[src/rtl/idiv_pkg.sv]
// Shared types and constants for the 128-bit divider.
package idiv_pkg;

   localparam int LIMB_W    = 64;
   localparam int WORD_W    = 2 * LIMB_W;
   localparam int DIV_STEPS = WORD_W;

   // One word in flight through the division chain.
   typedef struct packed {
      logic              aneg;   // dividend was negative (signed mode)
      logic              bneg;   // divisor was negative (signed mode)
      logic              dz;     // divisor is zero
      logic [WORD_W-1:0] rem;    // partial remainder
      logic [WORD_W-1:0] nq;     // dividend bits out the top, quotient bits in the bottom
      logic [WORD_W-1:0] d;      // divisor magnitude
   } stage_type;

endpackage

[src/rtl/idiv_cell.sv]
// One restoring-division step: shift in a dividend bit, trial subtract, keep or restore.
module idiv_cell (
   input  logic                clock,
   input  logic                reset,
   input  logic                en,
   input  logic                in_valid,
   input  idiv_pkg::stage_type in_stage,
   output logic                out_valid,
   output idiv_pkg::stage_type out_stage
);

   logic [idiv_pkg::WORD_W:0]   trial;
   logic [idiv_pkg::WORD_W+1:0] diff;
   logic                        ge;
   logic                        valid_ff;
   idiv_pkg::stage_type         stage_ff;
   idiv_pkg::stage_type         stage_in;

   always_comb begin
      // 129-bit trial value; its top bit is the carry out of the shift
      trial = {in_stage.rem, in_stage.nq[idiv_pkg::WORD_W-1]};
      diff  = {1'b0, trial} - {2'b00, in_stage.d};
      ge    = ~diff[idiv_pkg::WORD_W+1];
      stage_in      = in_stage;
      stage_in.rem  = ge ? diff[idiv_pkg::WORD_W-1:0] : trial[idiv_pkg::WORD_W-1:0];
      stage_in.nq   = {in_stage.nq[idiv_pkg::WORD_W-2:0], ge};
   end

   always_ff @(posedge clock) begin
      if (reset) begin
         valid_ff <= 1'b0;
      end else if (en) begin
         valid_ff <= in_valid;
      end
   end

   always_ff @(posedge clock) begin
      if (en) begin
         stage_ff <= stage_in;
      end
   end

   assign out_valid = valid_ff;
   assign out_stage = stage_ff;

endmodule

[config.mk]
export PLATFORM = sky130hd
export DESIGN_NAME = idiv_cell
export DESIGN_NICKNAME = d
export VERILOG_FILES = /design/src/rtl/idiv_pkg.sv /design/src/rtl/idiv_cell.sv
export SDC_FILE = /design/constraint.sdc
export NUM_CORES = 1
export LEC_CHECK = 0
export BUFFER_PORTS_ARGS = -buffer_cell sky130_fd_sc_hd__buf_2
export CAP_MARGIN = 10
export CORE_AREA = 2 2 305 307
export CTS_CLUSTER_DIAMETER = 120
export DETAILED_ROUTE_END_ITERATION = 12
export DIE_AREA = 0 0 307 309
export HOLD_SLACK_MARGIN = 0.1
export PLACE_DENSITY = 0.56
export RECOVER_POWER = 100
export SYNTH_ARGS = -nofsm -noshare
export SYNTH_HDL_FRONTEND = slang
export SYNTH_SLANG_ARGS = --single-unit
[constraint.sdc]
create_clock -name clock -period 3.2 [get_ports clock]
set_clock_uncertainty 0.1 [all_clocks]
set_input_delay 0.64 -clock clock [delete_from_list [all_inputs] [get_ports clock]]
set_output_delay 0.64 -clock clock [all_outputs]
set_load 0.02 [all_outputs]
== Word level (Yosys, flattened, before mapping) ==
Cells that the tools add are included.

* Mux-type cells: 1
* Add/subtract/negate cells: 1
* Bitwise gates (word level): 1

{| class="wikitable"
|+ Operators with widths
! kind !! number
|-
| 129-bit by 128-bit subtractor with 130-bit output || 1
|-
| 128-bit two-way mux || 1
|-
| 1-bit NOT || 1
|}

* Word-level logic and storage cells: 10
* Flip-flop bits (word level): 388
* Output and inout port bits: 388
* Bits of input ports: 391

== Depth between registers and ports, before layout ==
* Depth after elaboration: 2
* Mapped depth: 17
* Depth with buffers taken out: 15

== Worst setup path before layout ==
No wires, ideal clock.

* Path type: input port to flip-flop
* Start point: input port in_stage[10] (netlist name)
* End point: register stage_ff, in the netlist out_stage[343], data pin
* Library setup time: 0.266 ns
* Data arrival time: 3.139 ns
* Buffers on the path: 0
* Path slack: -0.304 ns
* Stages: 13
* Data required time: 2.834 ns
* Cells stage by stage: inv_1 > ha_1 > nand4_2 > or3_1 > a31o_1 > nand3b_4 > o21ai_4 > o31a_1 > o311a_1 > o21ai_2 > a21oi_2 > nor3_1 > nor3_2

{| class="wikitable"
|+ RTL lines
! element !! line !! RTL
|-
| start, declared || idiv_cell.sv:7 || <nowiki>input idiv_pkg::stage_type in_stage,</nowiki>
|-
| end signal, assigned || idiv_cell.sv:39 || <nowiki>stage_ff <= stage_in;</nowiki>
|-
| end, declared || idiv_cell.sv:16 || <nowiki>idiv_pkg::stage_type stage_ff;</nowiki>
|}

==> impl_results.md <==
- Unrepaired setup endpoints after global routing: yes
- Gr usage total: 0.1980
- PnR worst setup slack: -0.1780 ns
- FF-to-FF path depth: 2
- Critical path peak fanout: 3
- Final Hold Fails: 0
- Initial Util: 0.2392
- Detail Route Antenna Nets: 0
- Post-Syn Area: 0.02186 mm²
- Global-route met3 utilization: 0.05502
- Max-slew violation count: 55
- Post-synthesis sequential area ratio: 0.5325
- Die Span Y: 309 µm
- Overall Power: 18350 µW
- CP endpoint kind: register
- Period utilisation layout: 1.056
- Synth Flop Type: edfxtp_1
- Final Cell Area: 0.03866 mm²
- Largest family of logic cells by synthesized area: compound AO/OA/AOI/OAI gates
- Skew-Pair Late Insertion Delay: 0.62 ns
- Post-layout min period: 3.378 ns
- Synth cell types: 82
- Slew headroom: -0.5744
- Largest net degree at the start of global routing: 61
- Yosys warns: 0
- Failing checks: max-capacitance violations, max-slew violations, negative setup slack
- Fin nets: 4358
- Die Wd: 307 µm
- Vias per Instance: 4.535
- Max Clock Freq: 296.0 MHz
- Post-Syn Nets: 2635
- Max H-tree Level: 2
- Dpl hpwl: 79770 µm
- Pwr/cell area: 474.7 mW/mm²
- Simple-Gate Fraction of Synth Area: 0.1269
- Buffers on Ports: 778
- Aggregate routed wire length: 101300 µm
- Hold Crit Class: input port to register
- CP required: 3.48 ns
- Crit-path cells: clkbuf_1, inv_1, ha_4, buf_4, nand2_1, o21ai_0, nand2_1, a31oi_4, nor3_1, buf_4, a211oi_4, o21bai_4, a211oi_4, o21ai_2, a21o_1, a31o_1
- GR peak layer: met2
- Die ar.: 0.09486 mm²
- Hold Crit Start: in_stage[10]
- Initial antenna violation count: 16
- Dpl cells: 4709
- Worst R2R Setup Slack: 2.51 ns
- GRT overflow: 0
- Xor/xnor share of the synthesized area: 0.04527
- Synth async-reset ratio: 0
- Fillcell total: 8875
- Worst setup path class: input port to register
- Clk root buf: clkbuf_16
- Dpl ws: -1.439 ns
- Hold endpoint: out_stage[10]
- Reg clk slew, reported paths: 0.07 ns
- Synth Area in Compound Gates: 0.1760
- Adder-Cell Fraction of Synth Area: 0.07417
- Placer Congestion: 0.8796
- Mux share of post-synthesis cell area: 0.001431
- Num CTS Buffers: 47
- Layout cell share with drive strength beyond 1: 0.4706
- Met1 Usage GRT: 0.2373
- Post-route insts no fill: 5068
- Max stage delay cell, worst path: o21ai_0
- First-pass DRT Iterations: 5
- Worst Path Arrival: 3.66 ns
- CP startpoint: in_stage[34]
- Crit-path leading delay family: compound AO/OA/AOI/OAI gates
- Final setup vio count: 22
- Crit. path cell count: 16
- Avg Synthesized Cell Area: 10.34 µm²
- Clock buffer depth: 3
- DRC violations left: 0
- Met2 Use GR: 0.3430
- Vias in the first global route: 23160
- Wire length per cell: 19.99 µm
- # rows: 111
- Startpoint types: input port
- Status: finished with violations
- Worst vdd ir: 0.0003758 V
- Area grow syn2layout: 76.84%
- LEAKAGE: 0.01702 µW
- Core Region: 0.09139 mm²
- Yosys reg bits: 388
- Post-synth EDFFs: 387
- Dpl cell area: 0.03273 mm²
- First-pass GRT wire length: 141100 µm
- Least-Margin Pin Slew: 2.362 ns
- Worst r2r src: out_valid
- Worst reg2reg path endpoint: out_valid
- Max-cap viol count: 1
- CTS tree: done
- Clk sink count: 388
- Worst Path Buf+Inv: 4
- Hold path depth: 1
- Post-Syn Instances: 2115
- Largest stage delay on the critical path: 0.38 ns
- Vias: 22980
- # IOs: 779
- DR iter-0 viols: 1485
## worst max-delay path by stage
stage | endpoint | slack [ns]
2_1_floorplan | out_stage[371] | -0.14
3_3_place_gp | out_stage[378] | -1.46
3_5_place_dp | out_stage[378] | -1.44
4_1_cts | out_stage[380] | -0.35
5_1_grt | out_stage[380] | -0.27
6_report | out_stage[380] | -0.18
## through the flow
step / util / hold WS, ns / setup TNS (ns)
2_1_floorplan: - / 0.4788 / -1.611
3_3_place_gp: 0.3582 / 0.3685 / -125.74
3_5_place_dp: 0.3582 / 0.3918 / -120.21
4_1_cts: 0.4063 / 0.1003 / -8.073
5_1_grt: 0.4229 / 0.1241 / -10.55
6_report: 0.4231 / 0.1570 / -1.341
## kinds of logic (layout without fill, tap and decap cells)
logic type / after synthesis / count (layout)
AO/OA/AOI/OAI: 632 / 632
AND/OR/NAND/NOR: 608 / 608
buffers and inverters: 242 / 2003
flip-flops: 388 / 388
adder cells (fa/ha/maj): 129 / 129
XOR/XNOR: 113 / 113
other: 0 / 6
multiplexers: 3 / 3
## report_power, final
part           switching [µW]  internal (µW)  total (µW)
Combinational            3520           2860        6380
Clock                    2300           3210        5510
Sequential                173           6290        6460
## timing repair
item / in CTS / in global routing
setup buffers: 13 / 27
gates resized for setup: 110 / 251
endpoints found under the hold margin: 219 / 0
setup endpoints to repair: 129 / 129
hold buffers: 219 / 0
pin swaps: 50 / 90
gates cloned: 2 / 8
## Yosys cell counts, types with 14 or more instances
library cell | count | area, µm²
edfxtp_1 | 387 | 11620
a21oi_1 | 297 | 1486
ha_1 | 128 | 1602
o21bai_1 | 38 | 285.3
nand3_1 | 33 | 165.2
nand4_1 | 57 | 356.6
inv_1 | 177 | 664.4
clkbuf_1 | 35 | 131.4
a21o_1 | 42 | 315.3
nand2_1 | 180 | 675.7
xnor2_1 | 62 | 543.0
xor2_1 | 51 | 446.7
buf_2 | 24 | 120.1
nor2_1 | 225 | 844.6
o21ai_1 | 17 | 85.08
nor3_1 | 35 | 175.2
o21a_1 | 14 | 105.1
o21ai_0 | 112 | 560.5
## per-layer routing
| layer | share of wire | up-vias |
|---|---|---|
| met1 | 0.41 | 10840 |
| li1 | - | 11220 |
| met3 | 0.072 | 161 |
| met4 | 0.032 | 10 |
| met5 | 0.00068 | - |
| met2 | 0.49 | 756 |
## registers in the layout, indices dropped and copies added (netlist names)
register   flops
out_stage    387
out_valid      1
## layout make-up
class	count	area, µm²	share of cell area
well taps	1186	1484	0.03838
repair inverters	1	8.758	0.0002265
inverters	178	695.7	0.01799
flip-flops and latches	388	11640	0.3011
clock inverters	31	351.6	0.009094
diodes	6	15.01	0.0003884
clock buffers	56	1210	0.03130
multi-input cells	1485	11160	0.2887
repair buffers	1737	12090	0.3128
## cells in the final DEF, fill, tap and decap left out, types with 57 or more instances in the layout
cell type and n:
nand2_1 157, clkbuf_1 78, ha_1 75, dlygate4sd3_1 219
edfxtp_1 387, nor2_1 208, buf_2 704, inv_1 162
nand4_1 57, buf_4 686, a21oi_1 234, o21ai_0 82
No activity file was read; power rests on OpenSTA's default activity.
