`config.mk`:
```
export PLATFORM = sky130hd
export DESIGN_NAME = idiv_prep
export DESIGN_NICKNAME = d
export VERILOG_FILES = /design/src/rtl/idiv_pkg.sv /design/src/rtl/idiv_prep.sv
export SDC_FILE = /design/constraint.sdc
export NUM_CORES = 1
export LEC_CHECK = 0
export BUFFER_PORTS_ARGS = -buffer_cell sky130_fd_sc_hd__buf_4
export CAP_MARGIN = 40
export CELL_PAD_IN_SITES_DETAIL_PLACEMENT = 2
export CELL_PAD_IN_SITES_GLOBAL_PLACEMENT = 2
export CORE_MARGIN = 4
export CORE_UTILIZATION = 26
export DETAILED_ROUTE_END_ITERATION = 16
export HOLD_SLACK_MARGIN = 0.1
export PLACE_DENSITY = 0.78
export SETUP_SLACK_MARGIN = 0.4
export SLEW_MARGIN = 5
export SYNTH_ARGS = -nofsm -noshare
export SYNTH_HDL_FRONTEND = slang
export SYNTH_SLANG_ARGS = --single-unit
```
`constraint.sdc`:
```
create_clock -name clock -period 2.6 [get_ports clock]
set_input_delay 0.26 -clock clock [delete_from_list [all_inputs] [get_ports clock]]
set_output_delay 0.26 -clock clock [all_outputs]
set_load 0.01 [all_outputs]
```
`src/rtl/idiv_pkg.sv`:
```
// Shared types and constants for the 128-bit divider.
package idiv_pkg;

   localparam int LIMB_W    = 64;
   localparam int WORD_W    = 2 * LIMB_W;
   localparam int DIV_STEPS = WORD_W;

   // One word in flight through the division chain.
   typedef struct packed {
      logic              aneg;   // dividend was negative (signed mode)
      logic              bneg;   // divisor was negative (signed mode)
      logic              dz;     // divisor is zero
      logic [WORD_W-1:0] rem;    // partial remainder
      logic [WORD_W-1:0] nq;     // dividend bits out the top, quotient bits in the bottom
      logic [WORD_W-1:0] d;      // divisor magnitude
   } stage_type;

endpackage

```
`src/rtl/idiv_prep.sv`:
```
// Operand stage: sign detection, magnitudes and zero-divisor check.
module idiv_prep (
   input  logic                        clock,
   input  logic                        reset,
   input  logic                        en,
   input  logic                        in_valid,
   input  logic                        signed_mode,
   input  logic [idiv_pkg::LIMB_W-1:0] dividend_lo,
   input  logic [idiv_pkg::LIMB_W-1:0] dividend_hi,
   input  logic [idiv_pkg::LIMB_W-1:0] divisor_lo,
   input  logic [idiv_pkg::LIMB_W-1:0] divisor_hi,
   output logic                        out_valid,
   output idiv_pkg::stage_type         out_stage
);

   logic [idiv_pkg::WORD_W-1:0] a;
   logic [idiv_pkg::WORD_W-1:0] b;
   logic                        aneg;
   logic                        bneg;
   logic                        valid_ff;
   idiv_pkg::stage_type         stage_ff;
   idiv_pkg::stage_type         stage_in;

   always_comb begin
      a    = {dividend_hi, dividend_lo};
      b    = {divisor_hi, divisor_lo};
      aneg = signed_mode & a[idiv_pkg::WORD_W-1];
      bneg = signed_mode & b[idiv_pkg::WORD_W-1];
      stage_in.aneg = aneg;
      stage_in.bneg = bneg;
      stage_in.dz   = (b == '0);
      stage_in.rem  = '0;
      // two's complement negate covers the most negative value
      stage_in.nq   = aneg ? (~a + idiv_pkg::WORD_W'(1)) : a;
      stage_in.d    = bneg ? (~b + idiv_pkg::WORD_W'(1)) : b;
   end

   always_ff @(posedge clock) begin
      if (reset) begin
         valid_ff <= 1'b0;
      end else if (en) begin
         valid_ff <= in_valid;
      end
   end

   always_ff @(posedge clock) begin
      if (en) begin
         stage_ff <= stage_in;
      end
   end

   assign out_valid = valid_ff;
   assign out_stage = stage_ff;

endmodule

```
* Word-level counts from Yosys, hierarchy flattened
Index checks and enable logic that the tools add are counted.
Storage, ports and cells: output and inout bits 388, bits in latches 0, bits in read-only memories 0, input bits 261, word-level logic and storage cells 15, register bits after elaboration 260, bits in writable memories 0, memories 0
Cells by class: muxes and demuxes 2, $add $sub $neg 2, reductions and logical operators 1, multiply operators 0, bitwise gates (word level) 4, divide/modulo/power cells 0, equality and inequality tests 0, shift operators 0, magnitude comparators 0
Operators with widths (count):
- 128-bit by 1-bit adder with 128-bit output, second input constant | 2
- 128-bit two-way mux | 2
- 128-bit NOT | 2
- 128-bit logical NOT | 1
- 1-bit bitwise AND | 2

* Longest topological paths before layout
Gate-level depths: netlist (run 1).
depth in word-level cells 3, gate-level depth with buffers 9, depth with buffers taken out 8

* Worst setup path after synthesis (run 1)
No wires, ideal clock.
path kind input-to-reg, start input port divisor_lo[14] (netlist name), end register stage_ff, in the netlist out_stage[120], data pin, path buffers 1, data arrival time 2478 ps, slack -140 ps, data required time 2338 ps, library setup time 262 ps, cell stages on the path 7, path through or4_1 buf_2 or4_4 or4_4 nor4_2 a21oi_1 xor2_1
RTL lines:
- from (decl) | RTL line idiv_prep.sv:10 | input logic [idiv_pkg::LIMB_W-1:0] divisor_lo,
- to (signal assigned) | RTL line idiv_prep.sv:48 | stage_ff <= stage_in;
- to (decl) | RTL line idiv_prep.sv:21 | idiv_pkg::stage_type stage_ff;

==> results.cfg, run 1 <==
[floorplanning]
core_um2 = 60580
io_pins = 649
rows = 90
die_h_um = 255.7
initial_core_util_pct = 26.33
die_area_um2 = 65370
die_w_um = 255.7

[sta]
worst_slack_ns = 0.1639
skew_ns = 0
max_freq_mhz = 410.5
slew_violations = 0
tightest_slew_ns = 0.9233
rsz0062_at_grt = true
whs_ns = 0.09108
slew-limit-headroom_pct = 38.45
finalSetupViolCount = 0
timing.final.crit_period_ns = 2.436
fin_tns_setup_ns = 0
final-hold-violation-count = 0
fin_crit_sh_pct = 93.70

[routing]
vias = 18490
drc = 0
routed_wl_mm = 108.6
firstDrtPassIters = 5
vias_per_cell = 5.446
first_iter_violations = 1230
wire_per_inst_um = 31.99
antenna_left = 0

[clocking]
numCtsBuffers = 36
root_buffer = clkbuf_16
clock-sinks = 260
clk_latency_ns = 0.54
cts_tree = done
path_clk_slew_ns = 0.05
cts_buffer_depth = 3
cts.htree.levels = 2

[place]
dp_slack_ns = -0.4104
hpwlAfterDp_mm = 72.39
portBuffers = 520
gp_congestion = 0.9284
dp_cells = 3115
place_area_um2 = 23270

[power_and_ir_drop]
powerDensity_nw_per_um2 = 508.6
ir_drop_uv = 407.6
leakage_nw = 10.87

[grt]
grt_max_degree = 67
track_usage_pct = 30.39
antenna_found_initial = 5
grt_overflow = 0
grt_pass1_vias = 20570
grt_first_pass_wirelength_mm = 149.1

[yosys]
yosys.area.top_type_share_pct = 48.76
yosysUniqueCellTypes = 52
synth_cells = 1527
synth_top_flop_cell = edfxtp_1
synth_area_leaders = edfxtp_1 (49%), xnor2_1 (7.1%), xor2_1 (6.6%), buf_4 (6.0%), nor4_1 (3.2%)
syn_area_um2 = 15950
synthArstFlopShare_pct = 0
synth.largest_area_cell = edfxtp_1
ys_warn_count = 0
synth_seq_cells = 260
syn_area_per_cell_um2 = 10.44
yosysSeqAreaShare_pct = 48.89
synth_edf_count = 259

[finish]
multiInputGateArea_um2 = 8686
seq_area_um2 = 7797
nets = 2849
fin_area_um2 = 27250
syn_to_final_growth_pct = 70.83
stdcell_count = 3395
final_layout_size_suffix_gt1_share_pct = 43.23
final_cell_mix = buf_4 (854), edfxtp_1 (259), dlygate4sd3_1 (187)
fillCellCount = 6349
mostFrequentLayoutCell = buf_4

[setup_path]
critical_path_arrival_ns = 2.72
reg2reg_slack_ns = 1.41
crit_type = in -> reg
critPathMaxFanout = 5
cp-end-kind = register
start_kind = input pin
crit_required_ns = 2.88

[hold_path]
hp-class = in -> reg

[status]
outcome = completed

[flow_run]
max_cap_viol_count = 0
## cells in the mapped netlist, types with 3 or more instances
| cell | n |
|---|---|
| a21oi_1 | 57 |
| a31oi_1 | 34 |
| and2_1 | 7 |
| and3_1 | 7 |
| and4_1 | 6 |
| buf_1 | 4 |
| buf_2 | 3 |
| buf_4 | 128 |
| clkbuf_1 | 32 |
| edfxtp_1 | 259 |
| inv_1 | 13 |
| nand2_1 | 84 |
| nand2b_1 | 5 |
| nand3_1 | 46 |
| nand3b_1 | 3 |
| nand4_1 | 43 |
| nand4b_1 | 7 |
| nor2_1 | 133 |
| nor3_1 | 83 |
| nor3b_1 | 5 |
| nor4_1 | 82 |
| nor4_2 | 6 |
| nor4b_1 | 3 |
| o21ai_0 | 34 |
| o21ai_1 | 3 |
| o31ai_1 | 41 |
| o41ai_1 | 10 |
| o41ai_2 | 8 |
| or2_2 | 17 |
| or3_1 | 45 |
| or4_1 | 43 |
| or4_4 | 3 |
| xnor2_1 | 129 |
| xor2_1 | 121 |
## repair_timing
action / in CTS / in global routing
setup buffers: 2 / 26
gates resized for setup: 20 / 110
hold buffers: 186 / 1
setup endpoints to repair: 47 / 110
pin swaps: 11 / 39
hold endpoints to repair: 183 / 2
## kinds of logic after synthesis
group,after synthesis,share of synthesized area [%]
AOI/OAI and AO/OA,195,8.096
DFF,260,48.89
adders and majority gates,2,0.1569
muxes,1,0.06276
other,1,0.02351
xor gates and xnor gates,250,13.73
buffers and inverters,181,7.296
and+or+nand+nor,637,21.75
## state kept, by name, indices dropped and copies added, names as in the netlist
name,flops
out_valid,1
out_stage,259
## worst paths after layout
kind,end,cells after the start,from
worst max-delay path,out_stage[108]$_DFFE_PP_,9,divisor_lo[4]
worst min-delay path,out_stage[16]$_DFFE_PP_,2,divisor_lo[16]
worst max register to register,out_valid$_SDFFE_PP0P_,3,out_valid$_SDFFE_PP0P_
worst min register to register,out_valid$_SDFFE_PP0P_,3,out_valid$_SDFFE_PP0P_
## routing by layer
layer	vias up	GRT usage, %	part of all wire, %
met3	382	8.558	7.4
met5	-	0	0.028
li1	7629	-	-
met4	4	18.79	7.2
met1	9354	30.46	34
met2	1121	55.57	52
## worst max-delay path, cell delays in order
cell and delay [ns]:
buf_6 0.09, or4_4 0.57, or4_4 0.61, buf_4 0.18
nor4_4 0.20, nand3b_1 0.17, buf_6 0.18, o41ai_4 0.32
xnor2_1 0.13
## per-stage QoR
stage                     total power, mW  utilization, %
after floorplan                     6.425               -
after global placement              8.119           38.42
after detailed placement            8.237           38.42
after CTS                           13.54           43.59
after global routing                14.25           44.96
final                               13.86           44.97
## final cells by class
cell class	count	area share [%]
Multi-Input combinational cell	1213	31.88
Timing Repair Buffer	1061	31.43
Clock buffer	47	3.756
Sequential cell	260	28.62
Tap cell	782	3.591
Clock inverter	14	0.4822
Antenna cell	4	0.03674
Inverter	14	0.2021
## where the power goes
part | switching [mW] | leakage [nW] | internal, mW
clock | 2.22 | 0.564 | 2.97
combinational | 1.79 | 7.77 | 1.47
sequential | 0.247 | 2.54 | 5.16
total | 4.25 | 10.9 | 9.60
(Power assumes the default switching activity.)
==> run 2, diff against run 1 <==
- CTS_BUF_LIST: unset -> sky130_fd_sc_hd__clkbuf_16
==> results.cfg, run 2 (synthesized netlist as in run 1, its figures left out) <==
[setup_path]
r2r_start = out_valid$_SDFFE_PP0P_
max_stage_delay_ns = 0.61
crit_buf_inv = 2
critical_path.startpoint = divisor_lo[14]
start_kind = input pin
crit_type = in -> reg
cp.depth = 8
critical_path_arrival_ns = 2.64
rr_worst_depth = 3
crit_required_ns = 2.88
critPathMaxFanout = 5
cp-end-kind = register
cp_top_family = simple AND/OR/NAND/NOR gates
cp_slowest_cell = or4_4
crit_chain = buf_6, or4_4, or4_4, nor4_4, nand3b_1, buf_6, o41ai_4, xnor2_1

[power_and_ir_drop]
leakage_nw = 10.74
clkPwrFrac_pct = 36.5
p_sw_mw = 4.173
power_mw = 13.57
comb_power_share_pct = 23.7
seqPwrFrac_pct = 39.8
sw_frac_of_total_pct = 30.75
ir_drop_uv = 350.1
powerDensity_nw_per_um2 = 503.5
power.internal_mw = 9.398

[routing]
drc = 0
highest_layer = met5
routed_wl_mm = 105.0
wl_met3_mm = 7.674
first_iter_violations = 1205
antenna_left = 0
wl_met1_mm = 35.24
route.met2.wl_mm = 54.41
vias_per_cell = 5.397
vias = 18240
firstDrtPassIters = 5
wire_per_inst_um = 31.06

[place]
gp_congestion = 0.9284
portBuffers = 520
hpwlAfterDp_mm = 72.39
dp_cells = 3115

[clocking]
cts_buffer_depth = 3
clk_latency_ns = 0.54
root_buffer = clkbuf_16
numCtsBuffers = 36
clock-sinks = 260
path_clk_slew_ns = 0.05
hold_buffers = 184
cts_tree = done
cts.htree.levels = 2

[sta]
slew-limit-headroom_pct = 40.94
tightest_slew_ns = 0.8858
skew_ns = 0
slew_violations = 0
timing.final.crit_period_ns = 2.358
fin_crit_sh_pct = 90.69
rsz0062_at_grt = true
max_freq_mhz = 424.1
final-hold-violation-count = 0
finalSetupViolCount = 0

[finish]
stdcell_count = 3379
final_layout_size_suffix_gt1_share_pct = 42.53
largest_reg_flops = 259
final_cell_mix = buf_4 (844), edfxtp_1 (259), dlygate4sd3_1 (184)
nets = 2831
seq_area_um2 = 7797
mostFrequentLayoutCell = buf_4
fillCellCount = 6311
multiInputGateArea_um2 = 8617
syn_to_final_growth_pct = 68.99

[grt]
grt_max_degree = 67
grt_first_pass_wirelength_mm = 148.5
antenna_found_initial = 7
grt_overflow = 0
grt_pass1_vias = 20600
track_usage_pct = 30.27

[floorplanning]
rows = 90
die_area_um2 = 65370
initial_core_util_pct = 26.33
die_w_um = 255.7
die_h_um = 255.7
core_um2 = 60580
io_pins = 649

[hold_path]
hold_start = divisor_lo[16]
hold_depth = 2
hp-class = in -> reg

[flow_run]
max_cap_viol_count = 0

[status]
outcome = completed
-- run 2: changes by cell type in the layout (fill, tap and decap cells not counted), sizes merged --
cell | before | now
clkbuf | 47 | 37
diode | 4 | 6
clkinv | 8 | 14
inv | 16 | 20
buf | 874 | 859
dlygate4sd3 | 187 | 184
-- run 2: power by group through the flow --
stage / combinational, mW / sequential (mW) / clock (mW)
6_report: 3.21 / 5.41 / 4.95
5_1_grt: 3.35 / 5.43 / 5.19
4_1_cts: 3.03 / 5.38 / 4.93
3_5_place_dp: 2.78 / 5.46 / 0
3_3_place_gp: 2.68 / 5.43 / 0
2_1_floorplan: 0.832 / 5.59 / 0
-- run 2: final cells by class --
type / instances / area share, %
repair buffers: 1043 / 31.15
clock inverters: 24 / 0.6267
multi-input cells: 1213 / 31.97
clock buffers: 37 / 3.435
diodes: 6 / 0.05571
flip-flops and latches: 260 / 28.93
inverters: 14 / 0.2043
well taps: 782 / 3.630
-- run 2: worst paths after layout --
check | to | slack, ns
max | out_stage[108]$_DFFE_PP_ | 0.24
min | out_stage[16]$_DFFE_PP_ | 0.10
max reg2reg | out_valid$_SDFFE_PP0P_ | 1.34
min reg2reg | out_valid$_SDFFE_PP0P_ | 1.20
-- run 2: worst register-to-register path, delay by kind of cell (launching register included) --
kind	cells	cell delay [ns]
AND/OR/NAND/NOR	1	0.05
buffers and inverters	1	0.59
flip-flops	1	0.34
multiplexers	1	0.16
-- run 2: stage by stage --
step | util, % | instance area, um2 | setup TNS [ns] | setup WS [ns] | hold slack (ns)
detailed placement | 38.42 | 23270 | -21.83 | -0.4104 | 0.4287
global route | 44.47 | 26940 | 0 | 0.2226 | 0.09713
floorplan | - | 17010 | -0.3708 | -0.09373 | 0.3324
finish | 44.49 | 26950 | 0 | 0.2421 | 0.1008
CTS | 43.46 | 26330 | 0 | 0.3624 | 0.05703
global placement | 38.42 | 23270 | -17.53 | -0.3619 | 0.4180
-- run 2: metal layers --
layer	global-route usage [%]	vias to the layer above
met4	18.85	6
met5	0	-
met2	55.52	1066
met1	30.38	9205
li1	-	7604
met3	8.143	354
-- run 2: what timing repair did --
| item | in CTS | in global routing |
|---|---|---|
| hold endpoints to repair | 182 | 1 |
| pin swaps | 11 | 28 |
| gates resized for setup | 20 | 96 |
| buffers inserted | 2 | 11 |
| setup endpoints to repair | 47 | 113 |
==> run 3, diff against run 2 <==
- CORE_MARGIN: 4 -> unset
==> results.cfg, run 3 (synthesized netlist as in run 1, its figures left out) <==
[finish]
syn_to_final_growth_pct = 72.87
fillCellCount = 6202
fin_area_um2 = 27570
multiInputGateArea_um2 = 8610
largest_reg_flops = 259
mostFrequentLayoutCell = buf_4
stdcell_count = 3449
final_cell_mix = buf_4 (862), edfxtp_1 (259), dlygate4sd3_1 (228)
nets = 2900
seq_area_um2 = 7797
final_layout_size_suffix_gt1_share_pct = 42.16

[clocking]
path_clk_slew_ns = 0.08
root_buffer = clkbuf_16
numCtsBuffers = 30
cts.htree.levels = 1
cts_buffer_depth = 3
clock-sinks = 260
cts_tree = done
clk_latency_ns = 0.58

[setup_path]
reg2reg_slack_ns = 1.35
rr_worst_depth = 3
critPathMaxFanout = 5
reg2reg_to = out_valid$_SDFFE_PP0P_
start_kind = input pin
critical_path_arrival_ns = 2.73
crit_required_ns = 2.94
r2r_start = out_valid$_SDFFE_PP0P_
critical_path.startpoint = divisor_lo[14]
cp-end-kind = register
crit_type = in -> reg

[place]
hpwlAfterDp_mm = 69.41
dp_cells = 3134
dp_slack_ns = -0.3897
place_area_um2 = 23470
gp_congestion = 0.9156
portBuffers = 520

[power_and_ir_drop]
power_mw = 13.37
leakage_nw = 11.06
powerDensity_nw_per_um2 = 485.1
ir_drop_uv = 477.4

[grt]
grt_first_pass_wirelength_mm = 148.6
grt_max_degree = 67
track_usage_pct = 31.96
grt_pass1_vias = 20940
antenna_found_initial = 8
grt_overflow = 0

[sta]
fin_crit_sh_pct = 91.93
slew_violations = 0
slew-limit-headroom_pct = 41.24
timing.final.crit_period_ns = 2.390
rsz0062_at_grt = true
finalSetupViolCount = 0
fin_tns_setup_ns = 0
max_freq_mhz = 418.4
final-hold-violation-count = 0
tightest_slew_ns = 0.8815
skew_ns = 0
worst_slack_ns = 0.2097

[routing]
wire_per_inst_um = 32.58
vias = 19110
routed_wl_mm = 112.4
antenna_left = 0
firstDrtPassIters = 5
vias_per_cell = 5.540
first_iter_violations = 1336
drc = 0

[floorplanning]
core_um2 = 60470
initial_core_util_pct = 26.37
rows = 90
die_area_um2 = 62340
io_pins = 649
die_w_um = 249.7
die_h_um = 249.7

[hold_path]
hold_path_end = out_stage[105]$_DFFE_PP_
hold_depth = 1
hp-class = in -> reg
hold_start = en

[flow_run]
max_cap_viol_count = 0

[status]
outcome = completed
run 3: cell count changes in the layout (fill, tap and decap cells not counted), sizes merged:
cell / change
buf: +29
clkinvlp: -2
bufinv: +1
dlygate4sd3: +44
inv: -1
dlymetal6s4s: +2
clkbuf: -6
clkinv: +3
run 3: area by class of cell:
cell class / count / area share [%]
sequential: 260 / 28.28
clock inverter: 25 / 0.6852
clock buffer: 31 / 2.814
tap: 782 / 3.549
inverter: 14 / 0.2087
multi-input combinational: 1213 / 31.23
antenna: 6 / 0.05446
timing repair buffer: 1118 / 33.18
run 3: worst max-delay path by stage:
| stage | endpoint | slack, ns | cells after the start |
|---|---|---|---|
| floorplan | out_stage[75]$_DFFE_PP_ | -0.09 | 7 |
| global placement | out_stage[114]$_DFFE_PP_ | -0.36 | 8 |
| detailed placement | out_stage[208]$_DFFE_PP_ | -0.39 | 11 |
| CTS | out_stage[120]$_DFFE_PP_ | 0.37 | 7 |
| global route | out_stage[106]$_DFFE_PP_ | 0.18 | 10 |
| finish | out_stage[101]$_DFFE_PP_ | 0.21 | 9 |
run 3: metal layers:
metal | global-route usage (%) | wire [um]
met5 | 0 | 38
met4 | 19.75 | 8606
met3 | 5.997 | 8100
met2 | 59.08 | 57050
met1 | 33.18 | 38580
run 3: worst max-delay path: stages:
cell and delay, ns:
buf_6 0.09, or4_4 0.57, or4_4 0.62, nor3_2 0.25, buf_4 0.20, nor4b_2 0.22
buf_4 0.17, a21oi_1 0.11, xor2_1 0.22
run 3: through the flow:
step | util [%] | hold WS, ns
4_1_cts | 44.47 | 0.1004
5_1_grt | 45.59 | 0.1196
2_1_floorplan | - | 0.3324
3_3_place_gp | 38.81 | 0.4183
6_report | 45.59 | 0.1149
3_5_place_dp | 38.81 | 0.4331
run 3: repair_timing:
| action | 4_1_cts | 5_1_grt |
|---|---|---|
| endpoints found under the setup margin | 36 | 117 |
| buffers inserted | 4 | 19 |
| gates resized for setup | 23 | 103 |
| hold endpoints to repair | 220 | 0 |
| hold buffers | 230 | 0 |
| pin swaps | 7 | 26 |
run 3: report_power, final:
part / switching [mW] / internal [mW]
registers: 0.264 / 5.16
clock network: 2.11 / 2.45
logic: 1.86 / 1.53
