==> config.mk <==
export PLATFORM = sky130hd
export DESIGN_NAME = idiv_fix
export DESIGN_NICKNAME = d
export VERILOG_FILES = /design/src/rtl/idiv_pkg.sv /design/src/rtl/idiv_fix.sv
export SDC_FILE = /design/constraint.sdc
export NUM_CORES = 1
export LEC_CHECK = 0
export BUFFER_PORTS_ARGS = -buffer_cell sky130_fd_sc_hd__buf_2
export CORE_AREA = 2 2 254 256
export CTS_CLUSTER_DIAMETER = 40
export DETAILED_ROUTE_END_ITERATION = 16
export DIE_AREA = 0 0 256 258
export GPL_TIMING_DRIVEN = 0
export MAX_ROUTING_LAYER = met4
export PLACE_DENSITY = 0.55
export SYNTH_ARGS = -nofsm -noshare
export SYNTH_HDL_FRONTEND = slang
export SYNTH_SLANG_ARGS = --single-unit
==> constraint.sdc <==
create_clock -name clock -period 3 [get_ports clock]
set_clock_uncertainty 0.15 [all_clocks]
set_input_delay 0.3 -clock clock [delete_from_list [all_inputs] [get_ports clock]]
set_output_delay 0.3 -clock clock [all_outputs]
set_load 0.02 [all_outputs]
==> src/rtl/idiv_pkg.sv <==
// Shared types and constants for the 128-bit divider.
package idiv_pkg;

   localparam int LIMB_W    = 64;
   localparam int WORD_W    = 2 * LIMB_W;
   localparam int DIV_STEPS = WORD_W;

   // One word in flight through the division chain.
   typedef struct packed {
      logic              aneg;   // dividend was negative (signed mode)
      logic              bneg;   // divisor was negative (signed mode)
      logic              dz;     // divisor is zero
      logic [WORD_W-1:0] rem;    // partial remainder
      logic [WORD_W-1:0] nq;     // dividend bits out the top, quotient bits in the bottom
      logic [WORD_W-1:0] d;      // divisor magnitude
   } stage_type;

endpackage

==> src/rtl/idiv_fix.sv <==
// Result stage: sign correction, zero-divisor override and output register.
module idiv_fix (
   input  logic                        clock,
   input  logic                        reset,
   input  logic                        en,
   input  logic                        in_valid,
   input  idiv_pkg::stage_type         in_stage,
   output logic                        out_valid,
   output logic [idiv_pkg::LIMB_W-1:0] quotient_lo,
   output logic [idiv_pkg::LIMB_W-1:0] quotient_hi,
   output logic [idiv_pkg::LIMB_W-1:0] remainder_lo,
   output logic [idiv_pkg::LIMB_W-1:0] remainder_hi,
   output logic                        divide_by_zero
);

   logic [idiv_pkg::WORD_W-1:0] q_in;
   logic [idiv_pkg::WORD_W-1:0] r_in;
   logic [idiv_pkg::WORD_W-1:0] q_ff;
   logic [idiv_pkg::WORD_W-1:0] r_ff;
   logic                        dz_ff;
   logic                        valid_ff;

   always_comb begin
      q_in = (in_stage.aneg ^ in_stage.bneg) ? (~in_stage.nq + idiv_pkg::WORD_W'(1))
                                             : in_stage.nq;
      r_in = in_stage.aneg ? (~in_stage.rem + idiv_pkg::WORD_W'(1)) : in_stage.rem;
      if (in_stage.dz) begin
         q_in = '0;
         r_in = '0;
      end
   end

   always_ff @(posedge clock) begin
      if (reset) begin
         valid_ff <= 1'b0;
      end else if (en) begin
         valid_ff <= in_valid;
      end
   end

   always_ff @(posedge clock) begin
      if (en) begin
         q_ff  <= q_in;
         r_ff  <= r_in;
         dz_ff <= in_stage.dz;
      end
   end

   assign out_valid      = valid_ff;
   assign quotient_lo    = q_ff[idiv_pkg::LIMB_W-1:0];
   assign quotient_hi    = q_ff[idiv_pkg::WORD_W-1:idiv_pkg::LIMB_W];
   assign remainder_lo   = r_ff[idiv_pkg::LIMB_W-1:0];
   assign remainder_hi   = r_ff[idiv_pkg::WORD_W-1:idiv_pkg::LIMB_W];
   assign divide_by_zero = dz_ff;

endmodule

### After elaboration in Yosys (flattened, before gate mapping)

Index checks and enable logic that the tools add are counted.

| word-level totals | value |
|---|---|
| output and inout bits | 258 |
| register bits after elaboration | 258 |
| input bits | 391 |

| operators by class | value |
|---|---|
| add/subtract/negate cells | 2 |
| multiplexer cells | 2 |
| bitwise operators | 3 |

Operators by type and width:

| kind | count |
|---|---|
| $add A128 B1 Y128 const B | 2 |
| $mux W128 | 2 |
| $not A128 Y128 | 2 |
| $xor A1 B1 Y1 | 1 |

### Depth between registers and ports, before layout

Gate-level depths: netlist of the first run.

| depth | value |
|---|---|
| depth in word-level cells | 3 |
| depth in mapped cells | 9 |
| gate-level depth less buffers | 8 |

### Least setup slack after synthesis of the first run

OpenSTA, ideal clock, no wires.

| timing path | value |
|---|---|
| kind | input-to-reg |
| from | in in_stage[154] (netlist bit) |
| to | reg q_ff[121] (netlist bit), data pin |
| data arrival time | 2.699 ns |
| stages | 9 |
| path slack | -0.116 ns |
| required time | 2.583 ns |
| buffers on the path | 3 |
| cells stage by stage | or4_1 or4_1 clkbuf_1 or3_1 buf_2 or4_1 buf_2 mux2i_1 nand4_1 |

| between the ends | value |
|---|---|
| longest elaborated chain between the ends | 3 |

RTL lines:

| element | line | source |
|---|---|---|
| start: declaration | idiv_fix.sv:7 | `input idiv_pkg::stage_type in_stage,` |
| $not A128 Y128 | idiv_fix.sv:24 | `q_in = (in_stage.aneg ^ in_stage.bneg) ? (~in_stage.nq + idiv_pkg::WORD_W'(1))` |
| $add A128 B1 Y128 | idiv_fix.sv:24 |  |
| $mux W128 | idiv_fix.sv:24 |  |
| end signal: assignment | idiv_fix.sv:43 | `q_ff <= q_in;` |
| end: declaration | idiv_fix.sv:18 | `logic [idiv_pkg::WORD_W-1:0] q_ff;` |

No other way between the ends.
A chain may end at the register's enable or synchronous reset.

### Final worst setup path of the first run

| timing path | value |
|---|---|
| from | in in_stage[308] (netlist bit) |
| to | reg r_ff[120] (netlist bit), data pin |

| between the ends | value |
|---|---|
| longest elaborated chain between the ends | 3 |

RTL lines:

| element | line | source |
|---|---|---|
| $not A128 Y128 | idiv_fix.sv:26 | `r_in = in_stage.aneg ? (~in_stage.rem + idiv_pkg::WORD_W'(1)) : in_stage.rem;` |
| $add A128 B1 Y128 | idiv_fix.sv:26 |  |
| $mux W128 | idiv_fix.sv:26 |  |
| end signal: assignment | idiv_fix.sv:44 | `r_ff <= r_in;` |
| end: declaration | idiv_fix.sv:19 | `logic [idiv_pkg::WORD_W-1:0] r_ff;` |

No other way between the ends.

==> results.toml, run 1 <==
[die]
rows = 93
die_height_um = 258
die_area_um2 = 66000
fp.coreArea_um2 = 63600
die_width_um = 256
initial_core_util_pct = 25.7
ios = 649

[setup_path]
setup.worst_path.start = "in_stage[308]"
cpMaxStageDelayCell = "sky130_fd_sc_hd__or4_1"
crit_path_max_fo = 5
cp.arrival_ns = 3.18
worst_r2r_startpoint = "out_valid$_SDFFE_PP0P_"
startpoint_type = "input port"
worst-setup-path-type = "in2reg"
cp_endpoint_kind = "register"
critical_path_required_ns = 3.21
critical_path.max_stage_delay_ns = 0.58
crit_path_cell_trace = "dlygate4sd3_1 -> buf_2 -> nor3_1 -> and4_2 -> nand4_1 -> or4_1 -> a21o_1 -> a21oi_1"
timing.rr.end = "out_valid$_SDFFE_PP0P_"
worst-r2r-setup-slack_ns = 1.71
worstSetupEndpoint = "r_ff[120]$_SDFFCE_PP0P_"
reg2reg_depth = 3

[cells_and_area]
fillers = 6504
syn_to_final_growth_pct = 50.6
drive_above_1_share_pct = 28.3
regArea_um2 = 7740
multi_input_combinational_cell_area_um2 = 8510
final_nets = 2916
final_util_pct = 38.7

[hold_path]
worst_hold_path_type = "in2reg"
min-delay-start = "in_stage[320]"

[pwr]
power.sequential.fraction_pct = 33.4
netSwitchingFraction_pct = 30.8
peakVddDrop_v = 0.000399
internal-power_w = 0.00939
net-switching-power_w = 0.00417
combinationalPowerShare_pct = 19.7
cellLeakagePower_nw = 9.12
post-layout-total-power_w = 0.0136
power.share.clock_pct = 46.9
cellPowerDensity_nw_per_um2 = 550

[logic_synthesis]
ys_warn_count = 0
synthArstFlopShare_pct = 0
synth_edf_count = 257
synth_fa_ha_area_share_pct = 0.153
synth_top_family_by_area = "simple AND/OR/NAND/NOR gates"
yosys-mux-area-fraction_pct = 0.963
syn-num-nets = 2114
area_fraction_in_and_or_nand_and_nor_cells_after_synthesis_pct = 26.2
ys_seq_area_share_pct = 47.3
netlist_area_um2 = 16400
synth-xor-area-share_pct = 11.2
dominantRegCellSynth = "sky130_fd_sc_hd__edfxtp_1"
synth.avg_cell_area_um2 = 9.51
compound_cell_area_share_of_the_yosys_netlist_pct = 11.5
post_synth_num_cell_types = 50
syn_inst = 1721
yosys_register_bits = 258

[global_routing]
grt_antenna_before_repair = 17
first_pass_grt_wire_length_um = 120000
globalRouteOverflowTotal = 0
gr-usage-met2_pct = 36.8
grt_use_total_pct = 25.0
grt.met1_usage_pct = 33.5
grtUsageMet3_pct = 4.87
grt_max_degree = 116
grt_pass1_vias = 17800
layer_with_the_highest_usage_after_global_routing = "met2"

[route]
via_count = 18300
antenna_left = 0
number_of_vias_per_cell = 5.32
drt-initial-drc-count = 1764
detailedRoute.firstPassIterationCount = 7
totalWireLength_um = 83800
drc = 0
post_drt_wl_per_cell_um = 24.3

[timing]
finalWorstSetupSlack_ns = 0.0329
transition_time_at_the_pin_with_the_least_slew_margin_ns = 1.13
final.setup.tns_ns = 0
finalSetupViolCount = 0
whs_ns = 0.00660
timing.final.crit_period_ns = 2.97
final-max-slew-violation-count = 0
hold_violations = 0
finalCritPeriodShare_pct = 98.9
fmax_mhz = 337
timing.max_slew.rel_slack_pct = 24.9

[flow_run]
maxCapViolations = 0

[clock_network]
cts.clk_slew.worst_paths_ns = 0.05
clockRootBuffer = "sky130_fd_sc_hd__clkbuf_16"
clock_sink_count = 258
cts_htree_levels = 2
clock_tree_from_tritoncts = "done"
clock_latency_ns = 0.60
max-clock-path-buffers = 3
numCtsBuffers = 55

[outcome]
status = "complete, no violations"

[placement]
port-buffer-count = 518
dpl.hpwl_um = 64100
place.gp.congestion = 0.970
dp_slack_ns = -1.13
## Yosys cell counts (11+ instances only)
master,count,area (um^2)
sky130_fd_sc_hd__a21oi_1,47,235
sky130_fd_sc_hd__a31oi_1,45,282
sky130_fd_sc_hd__a41oi_1,32,280
sky130_fd_sc_hd__and3_1,20,125
sky130_fd_sc_hd__clkbuf_1,95,357
sky130_fd_sc_hd__edfxtp_1,257,7720
sky130_fd_sc_hd__inv_1,15,56.3
sky130_fd_sc_hd__nand2_1,76,285
sky130_fd_sc_hd__nand3_1,39,195
sky130_fd_sc_hd__nand4_1,28,175
sky130_fd_sc_hd__nor2_1,304,1140
sky130_fd_sc_hd__nor2b_1,11,68.8
sky130_fd_sc_hd__nor3_1,102,510
sky130_fd_sc_hd__nor4_1,68,425
sky130_fd_sc_hd__o21ai_0,54,270
sky130_fd_sc_hd__o31ai_1,47,353
sky130_fd_sc_hd__o41ai_1,32,280
sky130_fd_sc_hd__or2_2,13,81.3
sky130_fd_sc_hd__or3_1,64,400
sky130_fd_sc_hd__or4_1,52,390
sky130_fd_sc_hd__xnor2_1,90,788
sky130_fd_sc_hd__xor2_1,119,1040
## repair_timing
item,in CTS,in global routing
endpoints found under the setup margin,100,95
pin swaps,2,7
hold buffers,204,0
setup buffers,4,15
endpoints found under the hold margin,203,0
resized for setup,30,52
## how the worst min path moves through the flow
stage / to / slack, ns / depth (start not counted)
after global routing: q_ff[29]$_SDFFCE_PP0P_ / 0.008 / 3
final: r_ff[64]$_SDFFCE_PP0P_ / 0.007 / 3
after global placement: out_valid$_SDFFE_PP0P_ / 0.31 / 2
after detailed placement: out_valid$_SDFFE_PP0P_ / 0.31 / 2
after floorplan: out_valid$_SDFFE_PP0P_ / 0.22 / 1
after CTS: q_ff[113]$_SDFFCE_PP0P_ / 0.0004 / 3
## metal layers
layer / part of all wire (%) / wire (um)
met3: 8.0 / 6680
met2: 44 / 36700
met4: 4.6 / 3870
met5: 0 / 0
met1: 44 / 36600
## cells in the final DEF, fill, tap and decap left out, drive strengths merged, types with 28 or more instances in the layout
master,count
buf,549
nor2,304
edfxtp,257
dlygate4sd3,204
clkbuf,154
xor2,119
nor3,103
xnor2,90
nand2,76
nor4,69
or3,64
o21ai,54
or4,52
o31ai,47
a21oi,47
a31oi,45
nand3,39
inv,33
a41oi,32
o41ai,32
nand4,28
## power groups by stage
stage | Clock, W | Combinational (W) | Sequential, W
after floorplan | 0 | 0.000802 | 0.00502
after global placement | 0 | 0.00238 | 0.00462
after detailed placement | 0 | 0.00240 | 0.00459
after CTS | 0.00645 | 0.00264 | 0.00453
after global routing | 0.00662 | 0.00285 | 0.00456
final | 0.00636 | 0.00267 | 0.00453
## per-stage QoR
| stage | instance area [um^2] | instances |
|---|---|---|
| finish | 24700 | 3443 |
| global route | 24700 | 3441 |
| CTS | 24300 | 3410 |
| detailed placement | 20100 | 3099 |
| global placement | 20000 | 3094 |
| floorplan | 16400 | 1721 |
## flip-flops by register name, summed over array words and instances (netlist names)
name,cells
q_ff,128
out_valid,1
divide_by_zero,1
r_ff,128
## area by class of cell
cell class                 count  share of cell area, %
clock inverter                43                   2.10
inverter                      16                  0.244
timing repair buffer         746                   19.8
multi-input combinational   1344                   34.5
clock buffer                  60                   5.74
antenna                       19                  0.193
tap                          855                   4.34
buffer                       102                   1.72
sequential                   258                   31.4
## cell families after synthesis
| kind of cell | after synthesis |
|---|---|
| simple gates | 838 |
| compound gates | 280 |
| flops | 258 |
| xor+xnor | 209 |
| buf+inv | 119 |
| mux | 15 |
| fa+ha+maj | 2 |
## critical path: cells and delay by family
family	cells	cell delay, ns
buffers and inverters	2	0.74
AND/OR/NAND/NOR	4	1.62
AO/OA/AOI/OAI	2	0.51
(Power assumes the default switching activity.)
==> run 2, diff against run 1 <==
- PLACE_DENSITY: 0.55 -> not set
- PLACE_DENSITY_LB_ADDON: not set -> 0.12
==> run 2 against run 1 <==
Effect of this change:
- the flow now finishes with violations (negative setup slack)
- routed wire length grew 1.3%
- cell area rose by 0.44%
- clock power rose by 19%
- fmax shrank 1.6%
- global-route usage rose by 0.46 points
- utilization up 0.17 points
- cell count is essentially flat
- total power rose by 8.8%
- sequential cell count unchanged
- via count fell by 1.2%
- worst hold slack better by 0.0034 ns
- critical path depth unchanged
- critical endpoint is now r_ff[64]$_SDFFCE_PP0P_
==> results.toml, run 2 (synthesis gave the netlist of run 1 again) <==
[route]
number_of_vias_per_cell = 5.26
totalWireLength_um = 84900
drt-initial-drc-count = 1647
post_drt_wl_per_cell_um = 24.6
via_count = 18100
drc = 0
antenna_left = 0
detailedRoute.firstPassIterationCount = 7

[flow_run]
maxCapViolations = 0

[placement]
place.gp.congestion = 0.911
placed_area_um2 = 20100
dp.cells = 3098
port-buffer-count = 518
dpl.hpwl_um = 64800

[setup_path]
critical_path_required_ns = 3.17
cp_endpoint_kind = "register"
crit_path_max_fo = 9
startpoint_type = "input port"
cp.arrival_ns = 3.19
worst-setup-path-type = "in2reg"

[timing]
finalCritPeriodShare_pct = 101
grt_setup_unrepaired = "true"
final.setup.tns_ns = -0.0167
timing.final.crit_period_ns = 3.02
fmax_mhz = 331
finalSetupViolCount = 1
finalWorstSetupSlack_ns = -0.0167
final-max-slew-violation-count = 0
transition_time_at_the_pin_with_the_least_slew_margin_ns = 1.03
hold_violations = 0
timing.max_slew.rel_slack_pct = 31.6
whs_ns = 0.00998

[clock_network]
max-clock-path-buffers = 3
cts_htree_levels = 3
clock_latency_ns = 0.59
clock_tree_from_tritoncts = "done"
clockRootBuffer = "sky130_fd_sc_hd__clkbuf_16"
numCtsBuffers = 67
cts.clk_slew.worst_paths_ns = 0.04
clock_sink_count = 258

[cells_and_area]
final-instance-count-excl-fill = 3444
drive_above_1_share_pct = 28.3
finish.instance_area_um2 = 24800
final_cell_mix = "sky130_fd_sc_hd__buf_2 (518), sky130_fd_sc_hd__nor2_1 (303), sky130_fd_sc_hd__edfxtp_1 (257), sky130_fd_sc_hd__dlygate4sd3_1 (188), sky130_fd_sc_hd__xor2_1 (119)"
final_nets = 2904
final_util_pct = 38.9
fillers = 6518
syn_to_final_growth_pct = 51.3
leading_cell_type_in_the_layout_fill_and_taps_excluded = "sky130_fd_sc_hd__buf_2"
registers_with_the_most_flip_flops = "q_ff x128, r_ff x128"

[pwr]
cellPowerDensity_nw_per_um2 = 596
cellLeakagePower_nw = 9.20
peakVddDrop_v = 0.000382

[global_routing]
grt_use_total_pct = 25.5
first_pass_grt_wire_length_um = 121000
grt_max_degree = 105
globalRouteOverflowTotal = 0
grt_pass1_vias = 17900
grt_antenna_before_repair = 26

[outcome]
status = "complete, but fails checks"
violated_checks = "negative setup slack"

[die]
die_area_um2 = 66000
ios = 649
initial_core_util_pct = 25.7
rows = 93
die_height_um = 258
die_width_um = 256
fp.coreArea_um2 = 63600

[hold_path]
worst_hold_path_type = "in2reg"
==> run 2: changes by cell type in the layout (fill, tap and decap cells not counted), sizes merged <==
cell         delta
dlygate4sd3    -16
clkinvlp        +3
clkinv         +12
bufinv          +6
clkbuf         +12
diode           +5
buf             -9
inv            -12
==> run 2: worst paths after layout <==
path                                        startpoint                     end  slack (ns)  cells past startpoint
worst max-delay path                     in_stage[266]  r_ff[64]$_SDFFCE_PP0P_       -0.02                      8
worst min-delay path                     in_stage[133]   q_ff[5]$_SDFFCE_PP0P_        0.01                      3
worst min register to register  out_valid$_SDFFE_PP0P_  out_valid$_SDFFE_PP0P_        0.89                      3
worst max register to register  out_valid$_SDFFE_PP0P_  out_valid$_SDFFE_PP0P_        1.72                      3
==> run 2: layer usage <==
metal	part of all wire [%]	global-route usage, %	vias up
li1	-	-	8197
met1	43	33.0	8832
met2	45	38.7	934
met3	8.6	6.04	154
met4	3.3	9.31	0
met5	0	-	-
==> run 2: area by class of cell <==
type	instances	area (um^2)	share of cell area, %
clock inverters	52	633	2.56
inverters	16	60.1	0.242
multi-input cells	1344	8430	34.0
clock buffers	71	1710	6.91
diodes	24	60.1	0.242
plain buffers	101	413	1.67
well taps	855	1070	4.32
flip-flops and latches	258	7740	31.2
repair buffers	723	4650	18.8
==> run 2: what timing repair did <==
action | CTS | global route
hold buffers | 188 | 0
gates cloned | 0 | 0
hold endpoints to repair | 187 | 0
buffers inserted | 9 | 3
pin swaps | 5 | 1
resized for setup | 26 | 45
endpoints found under the setup margin | 139 | 75
==> run 2: stage by stage <==
stage,power (W),worst slack (ns)
2_1_floorplan,0.00583,-0.112
3_3_place_gp,0.00702,-2.51
3_5_place_dp,0.00699,-1.22
4_1_cts,0.0149,0.000643
5_1_grt,0.0153,-0.0431
6_report,0.0148,-0.0167
==> run 2: worst max-delay path: stages <==
cell	delay, ns
sky130_fd_sc_hd__buf_2	0.11
sky130_fd_sc_hd__or3_1	0.36
sky130_fd_sc_hd__clkbuf_1	0.29
sky130_fd_sc_hd__nor4b_2	0.72
sky130_fd_sc_hd__nand3_2	0.46
sky130_fd_sc_hd__o41ai_1	0.67
sky130_fd_sc_hd__xor2_1	0.21
sky130_fd_sc_hd__nor2_1	0.06
==> run 2: power breakdown <==
group | total, W | internal, W | switching, W
sequential | 0.00452 | 0.00441 | 0.000106
combinational | 0.00265 | 0.000950 | 0.00170
clock | 0.00759 | 0.00518 | 0.00241
total | 0.0148 | 0.0105 | 0.00422
==> run 3, diff against run 2 <==
- TNS_END_PERCENT: not set -> 10
==> run 3 against run 2 <==
Effect of this change:
- the run still ends with negative setup slack left
- fmax fell by 1.9%
- total power is essentially flat
- clock power about the same
- routed wire length barely moved
- clock-buffer cell count unchanged
- non-clock buffer count shrank 4
- register-to-register slack about the same
- first-iteration DRC count up 3.0%
- critical path depth rose by 1
- cell count fell by 0.12%
- critical endpoint is now r_ff[100]$_SDFFCE_PP0P_
- largest power group unchanged
==> results.toml, run 3 (synthesis gave the netlist of run 1 again) <==
[global_routing]
layer_with_the_highest_usage_after_global_routing = "met2"
globalRouteOverflowTotal = 0
grtUsageMet3_pct = 5.80
grt_pass1_vias = 17900
grt.met1_usage_pct = 33.2
grt_use_total_pct = 25.5
gr-usage-met2_pct = 38.7
grt_antenna_before_repair = 26
grt_max_degree = 105
first_pass_grt_wire_length_um = 121000

[hold_path]
min-delay-start = "in_stage[133]"
hold_depth = 3
min_delay_endpoint = "q_ff[5]$_SDFFCE_PP0P_"
worst_hold_path_type = "in2reg"

[die]
ios = 649
die_height_um = 258
fp.coreArea_um2 = 63600
die_width_um = 256
initial_core_util_pct = 25.7
die_area_um2 = 66000
rows = 93

[setup_path]
worst_r2r_startpoint = "out_valid$_SDFFE_PP0P_"
critical_path_required_ns = 3.16
cpMaxStageDelayCell = "sky130_fd_sc_hd__nor4_1"
timing.rr.end = "out_valid$_SDFFE_PP0P_"
reg2reg_depth = 3
cp.arrival_ns = 3.23
critical_path.max_stage_delay_ns = 0.69
worst-path-buf-inv = 2
worst-setup-path-type = "in2reg"
crit_path_max_fo = 10
critical_path.top_delay_family = "simple AND/OR/NAND/NOR gates"
startpoint_type = "input port"
worst-r2r-setup-slack_ns = 1.72
cp_endpoint_kind = "register"
crit_path_cell_trace = "buf_2 -> inv_1 -> ha_1 -> or3b_2 -> nor4_2 -> nand2_2 -> nor4_1 -> or3_1 -> a21oi_1"

[route]
antenna_left = 0
drc = 0
post_drt_wl_per_cell_um = 24.7
number_of_vias_per_cell = 5.30
detailedRoute.firstPassIterationCount = 5
drt-initial-drc-count = 1697
totalWireLength_um = 84800
via_count = 18200

[timing]
grt_setup_unrepaired = "true"
finalCritPeriodShare_pct = 102
final-max-slew-violation-count = 0
finalWorstSetupSlack_ns = -0.0748
transition_time_at_the_pin_with_the_least_slew_margin_ns = 1.02
hold_violations = 0
finalSetupViolCount = 5
fmax_mhz = 325
timing.final.crit_period_ns = 3.07
whs_ns = 0.0101
timing.max_slew.rel_slack_pct = 32.0

[placement]
dpl.hpwl_um = 64800
place.gp.congestion = 0.911
port-buffer-count = 518
dp_slack_ns = -1.22
dp.cells = 3098

[cells_and_area]
leading_cell_type_in_the_layout_fill_and_taps_excluded = "sky130_fd_sc_hd__buf_2"
drive_above_1_share_pct = 28.0
fillers = 6535
final_cell_mix = "sky130_fd_sc_hd__buf_2 (521), sky130_fd_sc_hd__nor2_1 (303), sky130_fd_sc_hd__edfxtp_1 (257), sky130_fd_sc_hd__dlygate4sd3_1 (188), sky130_fd_sc_hd__xor2_1 (119)"
final_nets = 2900
final-instance-count-excl-fill = 3440
syn_to_final_growth_pct = 50.9
final_util_pct = 38.8
registers_with_the_most_flip_flops = "q_ff x128, r_ff x128"

[pwr]
peakVddDrop_v = 0.000382
power.share.clock_pct = 51.4
netSwitchingFraction_pct = 28.6
net-switching-power_w = 0.00421
cellLeakagePower_nw = 9.14
cellPowerDensity_nw_per_um2 = 597
post-layout-total-power_w = 0.0147
power.sequential.fraction_pct = 30.6
combinationalPowerShare_pct = 18.0
internal-power_w = 0.0105

[clock_network]
clock_latency_ns = 0.59
clock_tree_from_tritoncts = "done"
numCtsBuffers = 67
clock_sink_count = 258
clockRootBuffer = "sky130_fd_sc_hd__clkbuf_16"
max-clock-path-buffers = 3
cts.clk_slew.worst_paths_ns = 0.04
cts_htree_levels = 3

[outcome]
status = "complete, but fails checks"
violated_checks = "negative setup slack"

[flow_run]
maxCapViolations = 0
run 3: changes by cell type in the layout (fill, tap and decap cells not counted), moves of 2 or more:
cell | previous run | this run
sky130_fd_sc_hd__buf_4 | 13 | 7
sky130_fd_sc_hd__buf_2 | 518 | 521
sky130_fd_sc_hd__clkbuf_1 | 80 | 83
sky130_fd_sc_hd__clkbuf_2 | 17 | 14
sky130_fd_sc_hd__nor4_4 | 5 | 3
run 3: area by class of cell:
cell class,count,area [um^2],area share (%)
multi-input combinational,1344,8410,34.0
sequential,258,7740,31.3
timing repair buffer,718,4610,18.7
clock buffer,71,1710,6.94
tap,855,1070,4.33
clock inverter,52,633,2.56
buffer,102,403,1.63
inverter,16,60.1,0.243
antenna,24,60.1,0.243
run 3: power by group through the flow:
stage	combinational, W	sequential [W]	clock (W)
floorplan	0.000802	0.00502	0
global placement	0.00241	0.00460	0
detailed placement	0.00242	0.00457	0
finish	0.00265	0.00452	0.00758
global route	0.00283	0.00455	0.00789
CTS	0.00263	0.00452	0.00771
run 3: stage by stage:
| stage | setup TNS (ns) | cell area, um^2 |
|---|---|---|
| after floorplan | -0.176 | 16400 |
| after global placement | -800.94 | 20000 |
| after detailed placement | -165.26 | 20100 |
| after CTS | -0.00399 | 24500 |
| after global routing | -1.14 | 24700 |
| final | -0.275 | 24700 |
run 3: what timing repair did:
action,in CTS,in global routing
resized for setup,26,31
setup buffers,7,0
pin swaps,5,0
hold endpoints to repair,187,0
cloned,0,0
hold buffers,188,0
endpoints found under the setup margin,139,81
run 3: metal layers:
layer | vias up | wire [um] | part of all wire [%]
met1 | 8980 | 36400 | 43
met3 | 157 | 7010 | 8.3
met5 | - | 0 | 0
li1 | 8192 | - | -
met4 | 0 | 2930 | 3.5
met2 | 902 | 38500 | 45
run 3: worst max path at each step:
stage | startpoint | to | slack [ns] | depth (start not counted)
2_1_floorplan | in_stage[154] | q_ff[121]$_SDFFCE_PP0P_ | -0.11 | 9
3_3_place_gp | en | out_valid$_SDFFE_PP0P_ | -2.51 | 3
3_5_place_dp | in_stage[154] | q_ff[101]$_SDFFCE_PP0P_ | -1.22 | 9
4_1_cts | in_stage[322] | r_ff[106]$_SDFFCE_PP0P_ | -0.002 | 8
5_1_grt | in_stage[262] | r_ff[107]$_SDFFCE_PP0P_ | -0.15 | 6
6_report | in_stage[256] | r_ff[100]$_SDFFCE_PP0P_ | -0.07 | 9
run 3: tightest hold or removal path, stage by stage:
cell	delay [ns]
sky130_fd_sc_hd__buf_2	0.11
sky130_fd_sc_hd__xor2_1	0.07
sky130_fd_sc_hd__nor2_1	0.12
